[src/rtl/core/igmp_pkg.sv]
// Package for the IGMP snooping table: constants, widths and sequencer state type.
// Used by every module in rtl/core; depends on nothing.
package igmp_pkg;
	localparam int NumEntriesDef = 16;
	localparam logic [7:0] TypeQuery = 8'h11;
	localparam logic [7:0] TypeReport = 8'h16;
	localparam logic [7:0] TypeLeave = 8'h17;
	localparam logic [31:0] AllHosts = 32'hE000_0001;
	localparam logic [10:0] MinLen = 11'd30;
	localparam logic [15:0] AgeLimitReset = 16'd260;
	localparam int MaxResults = 16;

	localparam logic [1:0] ActNone = 2'd0;
	localparam logic [1:0] ActAdd = 2'd1;
	localparam logic [1:0] ActDel = 2'd2;
	localparam logic [1:0] ActPort = 2'd3;

	typedef enum logic [2:0] {
		ST_IDLE,
		ST_SCAN,
		ST_UPDATE,
		ST_FWD,
		ST_AGE,
		ST_OUT,
		ST_TICK_END
	} state_t;
endpackage

[src/rtl/core/igmp_ctrl.sv]
// Sequencer and table storage of the IGMP snooping table.
// One entry is visited per cycle by a shared compare unit; depends on igmp_pkg.
module igmp_ctrl import igmp_pkg::*; #(
	parameter int NUM_ENTRIES = NumEntriesDef
) (
	input  logic        clk,
	input  logic        arst_n,
	input  logic        cfg_we,
	input  logic [15:0] cfg_data,
	input  logic        in_valid,
	output logic        in_ready,
	input  logic [166:0] in_item,
	output logic        out_valid,
	input  logic        out_ready,
	output logic [62:0] out_item
);
	localparam int IW = (NUM_ENTRIES > 1) ? $clog2(NUM_ENTRIES) : 1;
	localparam int CW = $clog2(NUM_ENTRIES + 1);

	// Table storage; valid bits reset, payload undefined until written.
	logic [NUM_ENTRIES-1:0] valid_q;
	logic [31:0] grp_q [NUM_ENTRIES];
	logic [31:0] cli_q [NUM_ENTRIES];
	logic [2:0]  port_q [NUM_ENTRIES];
	logic [47:0] mac_q [NUM_ENTRIES];
	logic [15:0] age_q [NUM_ENTRIES];
	logic        qv_q;
	logic [2:0]  qport_q;
	logic [15:0] qage_q;
	logic [15:0] limit_q;

	// Latched request.
	logic        rtype_q;
	logic [10:0] len_q;
	logic [7:0]  ty_q;
	logic [2:0]  rx_q;
	logic [31:0] g_q, s_q, d_q;
	logic [47:0] m_q;

	state_t st_q, st_d;
	logic [CW-1:0] cnt_q;
	logic [IW-1:0] ix;
	logic found_q, free_q;
	logic [IW-1:0] hit_q, fr_q;
	logic [4:0] nres_q;
	logic obuf_v_q, pend_last_q;
	logic [62:0] obuf_q;
	logic [62:0] hold_q;

	assign ix = cnt_q[IW-1:0];
	assign in_ready = (st_q == ST_IDLE) && !obuf_v_q;
	assign out_valid = obuf_v_q;
	assign out_item = obuf_q;

	// Shared compare unit: one entry per cycle.
	logic match;
	assign match = valid_q[ix] && grp_q[ix] == g_q && cli_q[ix] == s_q;
	logic scan_done;
	assign scan_done = (cnt_q == CW'(NUM_ENTRIES - 1));

	// The aging scan advances only when the result register can take a new transaction.
	logic age_go, age_emit;
	assign age_go = !obuf_v_q || out_ready;
	assign age_emit = valid_q[ix] && !(age_q[ix] > 16'd1) && (nres_q < 5'(MaxResults));

	// Decision logic for packet after scan.
	logic short_drop, type_bad, drop;
	assign short_drop = len_q < MinLen;
	assign type_bad = !(ty_q == TypeQuery || ty_q == TypeReport || ty_q == TypeLeave);
	assign drop = short_drop || type_bad || (ty_q == TypeLeave && !found_q) ||
		(ty_q == TypeReport && !found_q && !free_q);

	// Next state.
	always_comb begin
		st_d = st_q;
		case (st_q)
			ST_IDLE: if (in_valid && in_ready) st_d = in_item[0] ? ST_AGE : ST_SCAN;
			ST_SCAN: if (scan_done) st_d = ST_UPDATE;
			ST_UPDATE: st_d = drop ? ST_OUT : ST_FWD;
			ST_FWD: st_d = ST_OUT;
			ST_AGE: if (scan_done && age_go) st_d = ST_TICK_END;
			ST_OUT: if (!obuf_v_q) st_d = ST_IDLE;
			ST_TICK_END: if (!obuf_v_q) st_d = ST_IDLE;
			default: st_d = ST_IDLE;
		endcase
	end

	logic [7:0] others, fwd;
	logic [2:0] cmp_port;
	logic s_hit;
	assign others = ~(8'd1 << rx_q);
	assign s_hit = found_q || ty_q == TypeReport;
	always_comb begin
		cmp_port = (ty_q == TypeReport) ? port_q[hit_q] : rx_q;
		if (ty_q == TypeQuery) begin
			if (d_q == AllHosts || !found_q) fwd = others;
			else fwd = 8'd1 << port_q[hit_q];
		end else if (qv_q) begin
			fwd = (cmp_port != qport_q) ? (8'd1 << qport_q) : 8'd0;
		end else begin
			fwd = others;
		end
	end

	// Output item: kind, acc, send, mask, act, idx, mac, last.
	function automatic logic [62:0] pack(logic kind, logic acc, logic [7:0] f,
		logic [1:0] act, logic [IW-1:0] idx, logic [47:0] mac, logic lst);
		logic [3:0] i4;
		i4 = 4'(idx);
		return {lst, mac, i4, act, f[4:0], (f != 8'd0), acc, kind};
	endfunction

	logic [1:0] act_q;
	logic [47:0] emac_q;

	// The result register is loaded in these cycles; otherwise an accepted result empties it.
	logic obuf_set;
	assign obuf_set = (st_q == ST_UPDATE && drop) || (st_q == ST_FWD) ||
		(st_q == ST_AGE && age_go && age_emit && pend_last_q) ||
		(st_q == ST_TICK_END && !obuf_v_q && pend_last_q);

	always_ff @(posedge clk or negedge arst_n) begin
		if (!arst_n) begin
			obuf_v_q <= 1'b0;
		end else if (obuf_set) begin
			obuf_v_q <= 1'b1;
		end else if (out_ready) begin
			obuf_v_q <= 1'b0;
		end
	end

	// Sequencer datapath.
	always_ff @(posedge clk or negedge arst_n) begin
		if (!arst_n) begin
			st_q <= ST_IDLE;
			valid_q <= '0;
			qv_q <= 1'b0;
			qport_q <= '0;
			qage_q <= '0;
			limit_q <= AgeLimitReset;
			cnt_q <= '0;
			found_q <= 1'b0;
			free_q <= 1'b0;
			nres_q <= '0;
			pend_last_q <= 1'b0;
		end else begin
			st_q <= st_d;
			if (cfg_we) limit_q <= cfg_data;
			case (st_q)
				ST_IDLE: begin
					cnt_q <= '0;
					found_q <= 1'b0;
					free_q <= 1'b0;
					nres_q <= '0;
					pend_last_q <= 1'b0;
					if (in_valid && in_ready) begin
						{m_q, d_q, s_q, g_q, rx_q, ty_q, len_q, rtype_q} <= in_item;
					end
				end
				ST_SCAN: begin
					if (match && !found_q) begin
						found_q <= 1'b1;
						hit_q <= ix;
					end
					if (!valid_q[ix] && !free_q) begin
						free_q <= 1'b1;
						fr_q <= ix;
					end
					cnt_q <= cnt_q + 1'b1;
				end
				ST_UPDATE: begin
					if (drop) begin
						obuf_q <= pack(1'b0, 1'b0, 8'd0, ActNone, '0, 48'd0, 1'b1);
					end else if (ty_q == TypeQuery) begin
						qport_q <= rx_q;
						qage_q <= limit_q;
						qv_q <= 1'b1;
						act_q <= ActNone;
						emac_q <= '0;
						hit_q <= found_q ? hit_q : '0;
					end else if (ty_q == TypeLeave) begin
						valid_q[hit_q] <= 1'b0;
						act_q <= ActDel;
						emac_q <= mac_q[hit_q];
						found_q <= 1'b0;
					end else if (found_q && port_q[hit_q] != rx_q) begin
						age_q[hit_q] <= limit_q;
						port_q[hit_q] <= rx_q;
						act_q <= ActPort;
						emac_q <= mac_q[hit_q];
					end else begin
						if (!found_q) hit_q <= fr_q;
						grp_q[found_q ? hit_q : fr_q] <= g_q;
						cli_q[found_q ? hit_q : fr_q] <= s_q;
						port_q[found_q ? hit_q : fr_q] <= rx_q;
						mac_q[found_q ? hit_q : fr_q] <= m_q;
						age_q[found_q ? hit_q : fr_q] <= limit_q;
						valid_q[found_q ? hit_q : fr_q] <= 1'b1;
						act_q <= ActAdd;
						emac_q <= m_q;
						found_q <= 1'b1;
					end
				end
				ST_FWD: begin
					obuf_q <= pack(1'b0, 1'b1, (s_hit || ty_q != TypeReport) ? fwd : fwd,
						act_q, (ty_q == TypeQuery) ? '0 : hit_q, emac_q, 1'b1);
				end
				ST_AGE: begin
					if (age_go) begin
						// Emit the held result once the next expiry or scan end is known.
						if (valid_q[ix]) begin
							if (age_q[ix] > 16'd1) begin
								age_q[ix] <= age_q[ix] - 16'd1;
							end else begin
								valid_q[ix] <= 1'b0;
								if (age_emit) begin
									if (pend_last_q) begin
										obuf_q <= hold_q;
									end
									hold_q <= pack(1'b1, 1'b1, 8'd0, ActDel, ix, mac_q[ix], 1'b0);
									pend_last_q <= 1'b1;
									nres_q <= nres_q + 1'b1;
								end
							end
						end
						if (!scan_done) cnt_q <= cnt_q + 1'b1;
					end
				end
				ST_TICK_END: begin
					if (!obuf_v_q) begin
						if (pend_last_q) begin
							obuf_q <= {1'b1, hold_q[61:0]};
						end
						if (qv_q && qage_q > 16'd1) qage_q <= qage_q - 16'd1;
						else qv_q <= 1'b0;
					end
				end
				default: ;
			endcase
		end
	end

	logic unused;
	assign unused = rtype_q;
endmodule

[src/rtl/core/igmp_snooping_table.sv]
// Top level of the IGMP snooping table: stream ports and configuration.
// Instantiates igmp_ctrl; depends on igmp_pkg.
//
// Usage: one input transaction on s_axis carries a packet (tuser 0) or an
// aging tick (tuser 1). A packet yields one verdict on m_axis with tlast 1.
// A tick yields one result per expired entry, up to MaxResults, the final one with tlast 1;
// a tick with no expiry yields nothing.
// A packet verdict follows a scan of every table entry, one entry per cycle
// through the shared compare unit, then the update and forward states; a
// dropped packet skips the forward state. A tick scans one entry per cycle while
// the result register can take a new result; its final result follows the scan.
// Only one item is in work at a time; s_axis_tready stays low meanwhile.
// When the receiver stalls, the result register holds and the sequencer waits.
// Reset clears the valid bits, the querier and sets age_limit to 260.
// The user must write age_limit through cfg_we/cfg_data only while idle; the block does not enforce it.
module igmp_snooping_table import igmp_pkg::*; #(
	parameter int NUM_ENTRIES = NumEntriesDef
) (
	input  logic         clk,
	input  logic         arst_n,
	input  logic         cfg_we,
	input  logic [15:0]  cfg_data,
	input  logic         s_axis_tvalid,
	output logic         s_axis_tready,
	// frame_len, igmp_type, rx_port, group_addr, src_ip, dst_ip, src_mac, zero pad
	input  logic [167:0] s_axis_tdata,
	// req_type
	input  logic         s_axis_tuser,
	output logic         m_axis_tvalid,
	input  logic         m_axis_tready,
	// accepted, send, forward_mask, table_action, entry_index, entry_mac, zero pad
	output logic [63:0]  m_axis_tdata,
	// result_kind
	output logic         m_axis_tuser,
	output logic         m_axis_tlast
);
	logic [62:0] item;

	igmp_ctrl #(.NUM_ENTRIES(NUM_ENTRIES)) u_ctrl (
		.clk(clk), .arst_n(arst_n), .cfg_we(cfg_we), .cfg_data(cfg_data),
		.in_valid(s_axis_tvalid), .in_ready(s_axis_tready),
		.in_item({s_axis_tdata[165:0], s_axis_tuser}),
		.out_valid(m_axis_tvalid), .out_ready(m_axis_tready), .out_item(item)
	);

	assign m_axis_tuser = item[0];
	assign m_axis_tdata = {3'd0, item[61:1]};
	assign m_axis_tlast = item[62];
endmodule
[config.mk]
export PLATFORM = sky130hd
export DESIGN_NAME = igmp_snooping_table
export DESIGN_NICKNAME = d
export VERILOG_FILES = /design/src/rtl/core/igmp_pkg.sv /design/src/rtl/core/igmp_ctrl.sv /design/src/rtl/core/igmp_snooping_table.sv
export SDC_FILE = /design/constraint.sdc
export NUM_CORES = 2
export LEC_CHECK = 0
export ABC_AREA = 1
export BUFFER_PORTS_ARGS = -buffer_cell sky130_fd_sc_hd__buf_2
export CAP_MARGIN = 20
export CORE_ASPECT_RATIO = 0.7
export CORE_MARGIN = 10
export CORE_UTILIZATION = 33
export CTS_CLUSTER_DIAMETER = 80
export CTS_CLUSTER_SIZE = 14
export DETAILED_ROUTE_END_ITERATION = 12
export PLACE_DENSITY = 0.44
export SYNTH_ARGS = -nofsm -noshare
export SYNTH_HDL_FRONTEND = slang
export SYNTH_SLANG_ARGS = --single-unit
[constraint.sdc]
create_clock -name clk -period 11.6 [get_ports clk]
set_clock_uncertainty 0.1 [all_clocks]
set_input_delay 1.16 -clock clk [delete_from_list [all_inputs] [get_ports clk]]
set_output_delay 1.16 -clock clk [all_outputs]
set_load 0.01 [all_outputs]
==> results_dict.tcl <==
set metrics [dict create \
    async_flop_share_pct 2.75 \
    cpMostUsedCell "nand2_1" \
    htree_levels 4 \
    wl_per_cell_um 24.1 \
    reg2reg_depth 17 \
    clk_path_buf_depth 4 \
    rows 175 \
    num_vias 74300 \
    antenna_left 0 \
    cts_hold_buf 0 \
    reg2reg_to "u_ctrl.hit_q[2]$_DFFE_PP_" \
    crit_path_start "u_ctrl.cnt_q[0]$_DFFE_PN0P_" \
    critical_path_buf_inv_count 4 \
    crit_end "u_ctrl.hit_q[2]$_DFFE_PP_" \
    multi_input_area_um2 28800 \
    cts_setup_buffers 0 \
    worst_slack_ps 5360 \
    core_area_um2 326000 \
    layout_common_cells "edfxtp_1 (2,434), nand2_1 (1,805), o21ai_0 (1,601)" \
    dr.pass1.iters 6 \
    yosys_warnings 0 \
    peakVddDrop_v 0.000128 \
    p_per_area_nw_per_um2 193 \
    seqCellArea_um2 74900 \
    die_w_um 705 \
    report.final.slew_viol_count 0 \
    grt-ovfl-total 0 \
    status "completed" \
    cp.required_ps 12080 \
    antenna_found_initial 12 \
    grt_pass1_wl_um 500000 \
    crit_family "buffers and inverters" \
    min_period_ps 6240 \
    rsz0062_at_grt "false" \
    synth_edf_count 2434 \
    syn_area_per_cell_um2 10.9 \
    post-route-period-util_pct 53.8 \
    first_iter_violations 7501 \
    cp.depth 17 \
    hpwl_um 171000 \
    worst_skew_pair.late_latency_ps 890 \
    worst-r2r-setup-slack_ps 5360 \
    max-slew-margin-rel_pct 25.1 \
    post_cts_resized 0 \
    maxCapViolations 0 \
    grt_pass1_vias 70700 \
    die-height_um 499 \
    cp_cell_sequence "inv_8 -> buf_4 -> buf_4 -> o21ai_0 -> o21ai_0 -> nand2_1 -> nand2_1 -> o21ai_1 -> nand2_1 -> nand2_1 -> nor2_1 -> nand2_1 -> nor2_1 -> nand3_1 -> nand2_1 -> nand2_2 -> inv_1" \
    hp-class "in -> async" \
    clk_pin_slew_worst_paths_ps 70 \
    io_pins 258 \
    gp_congestion 0.777 \
    synthesis.instances 9952 \
    endpoint_kind "flip-flop" \
    ys_seq_area_share_pct 69.2 \
    grt_usage_pct 18.8 \
    setup_viol_count_final 0 \
    start_util_pct 33.2 \
    r2r-start "u_ctrl.cnt_q[0]$_DFFE_PN0P_" \
    cts_sinks 2507 \
    max_slew.worst_pin.slew_ps 1120 \
    crit_slowest_cell "buf_4" \
    portBuffers 251 \
    grt_max_degree 208 \
    n_fill_cell 31700 \
    cp_data_arrival_time_ps 6730 \
    fmax_mhz 160 \
    drive_gt1_share_pct 6.94 \
    hold_viol 0 \
    slowest_delay_ps 860 \
    leakage_nw 41.8 \
    drt-vias-per-instance 5.19 \
    critPathMaxFanout 97 \
    critical_path_class "reg -> reg" \
    fin_nets 10100 \
    tritoncts "built" \
    cts-root-buf "clkbuf_16" \
    ys_ff_latch 2507 \
    dp_slack_ps 5370 \
    start_kind "flip-flop" \
    area_growth_pct 10.5 \
    numCtsBuffers 206 \
    drc 0 \
    synth-main-ff-cell "edfxtp_1" \
    mostFrequentLayoutCell "edfxtp_1" \
    synth_area_um2 108000 \
    synth_cell_types 49 \
    dieArea_um2 352000 \
    drt-total-wl_um 345000 \
    fin_tns_setup_ps 0 \
]
==> per-stage QoR <==
stage	total power, mW	std cells	area [um^2]	hold slack (ps)	util [%]
6_report	23.0	14300	120000	122	36.7
5_1_grt	24.3	14300	120000	125	36.7
4_1_cts	23.3	14300	120000	67.9	36.7
3_5_place_dp	16.7	14100	114000	380	35.0
3_3_place_gp	16.7	14100	114000	377	35.0
2_1_floorplan	14.8	9954	108000	353	-
==> cell type report <==
class                   count  share of cell area, %
repair buffers            395                   2.30
inverters                 588                   1.87
clock buffers             247                   4.51
clock inverters             8                  0.100
multi-input cells        6237                   24.0
flip-flops and latches   2507                   62.6
well taps                4336                   4.54
diodes                      4                0.00837
==> worst min-delay path by stage <==
stage / to
after detailed placement: u_ctrl.nres_q[4]$_DFFE_PN0P_
after floorplan: u_ctrl.nres_q[4]$_DFFE_PN0P_
after CTS: u_ctrl.qage_q[15]$_DFFE_PN0P_
final: u_ctrl.qage_q[15]$_DFFE_PN0P_
after global placement: u_ctrl.nres_q[4]$_DFFE_PN0P_
after global routing: u_ctrl.qage_q[15]$_DFFE_PN0P_
==> where the power goes <==
group          internal (mW)  switching (mW)  total [mW]
sequential              10.4           0.368        10.7
combinational           1.62            4.17        5.79
clock                   3.28            3.21        6.49
==> per-layer routing <==
metal	track usage (%)	share of wire [%]	up-vias
li1	-	-	34700
met1	28.1	49	36900
met2	28.8	43	2378
met3	2.67	5.9	417
met4	4.00	2.0	6
met5	0	0.012	-
==> kinds of logic after synthesis <==
| logic type | Yosys count | synth area share, % |
|---|---|---|
| AOI/OAI and AO/OA | 2646 | 13.2 |
| adders and majority gates | 10 | 0.116 |
| and+or+nand+nor | 3551 | 12.8 |
| muxes | 4 | 0.0416 |
| other | 1 | 0.00346 |
| xor gates and xnor gates | 23 | 0.186 |
| buffers and inverters | 1210 | 4.51 |
| DFF | 2507 | 69.2 |
==> synth_stat cells, types with 2 or more instances <==
cell / number / area share [%]
ha_1: 10 / 0.12
nor2_1: 1438 / 5.0
o221ai_1: 2 / 0.016
o21ai_0: 1601 / 7.4
o21ai_2: 3 / 0.024
xnor2_1: 6 / 0.049
nor3b_1: 2 / 0.014
nor3_1: 23 / 0.11
o21ai_1: 186 / 0.86
buf_4: 21 / 0.15
nand4_1: 65 / 0.38
nand3_1: 193 / 0.89
a21oi_1: 433 / 2.0
buf_1: 53 / 0.18
a22o_1: 48 / 0.39
a31oi_1: 50 / 0.29
mux2_2: 4 / 0.042
o21a_1: 15 / 0.10
edfxtp_1: 2434 / 68
nor2_2: 7 / 0.040
clkbuf_1: 361 / 1.3
dfxtp_1: 4 / 0.074
inv_2: 7 / 0.024
buf_2: 181 / 0.84
o21bai_1: 24 / 0.17
inv_1: 578 / 2.0
dfrtp_1: 67 / 1.5
nand2_1: 1806 / 6.3
buf_6: 5 / 0.052
o22ai_1: 51 / 0.29
o211ai_1: 222 / 1.5
nor4_1: 10 / 0.058
clkinv_1: 3 / 0.010
dfstp_2: 2 / 0.049
nand3_2: 4 / 0.037
xor2_1: 17 / 0.14
a32o_1: 4 / 0.037
==> state kept, by name (all words and copies together), names as in the netlist, 4 cells and up, named ones only <==
name and flops:
u_ctrl.mac_q 768, u_ctrl.cli_q 512, u_ctrl.grp_q 512, u_ctrl.age_q 256, u_ctrl.out_item 63, u_ctrl.hold_q 52
u_ctrl.emac_q 48, u_ctrl.m_q 48, u_ctrl.port_q 48, u_ctrl.d_q 32, u_ctrl.g_q 32, u_ctrl.s_q 32
u_ctrl.limit_q 16, u_ctrl.qage_q 16, u_ctrl.valid_q 16, u_ctrl.len_q 10, u_ctrl.ty_q 8, u_ctrl.cnt_q 5
u_ctrl.nres_q 5, u_ctrl.fr_q 4, u_ctrl.hit_q 4
==> worst reg2reg max path: cells and delay by family (launching register included) <==
family          cells  cell delay, ps
simple gates       10            2170
buf+inv             4            2480
compound gates      3             440
flops               1             760
No activity file was read; power rests on OpenSTA's default activity.
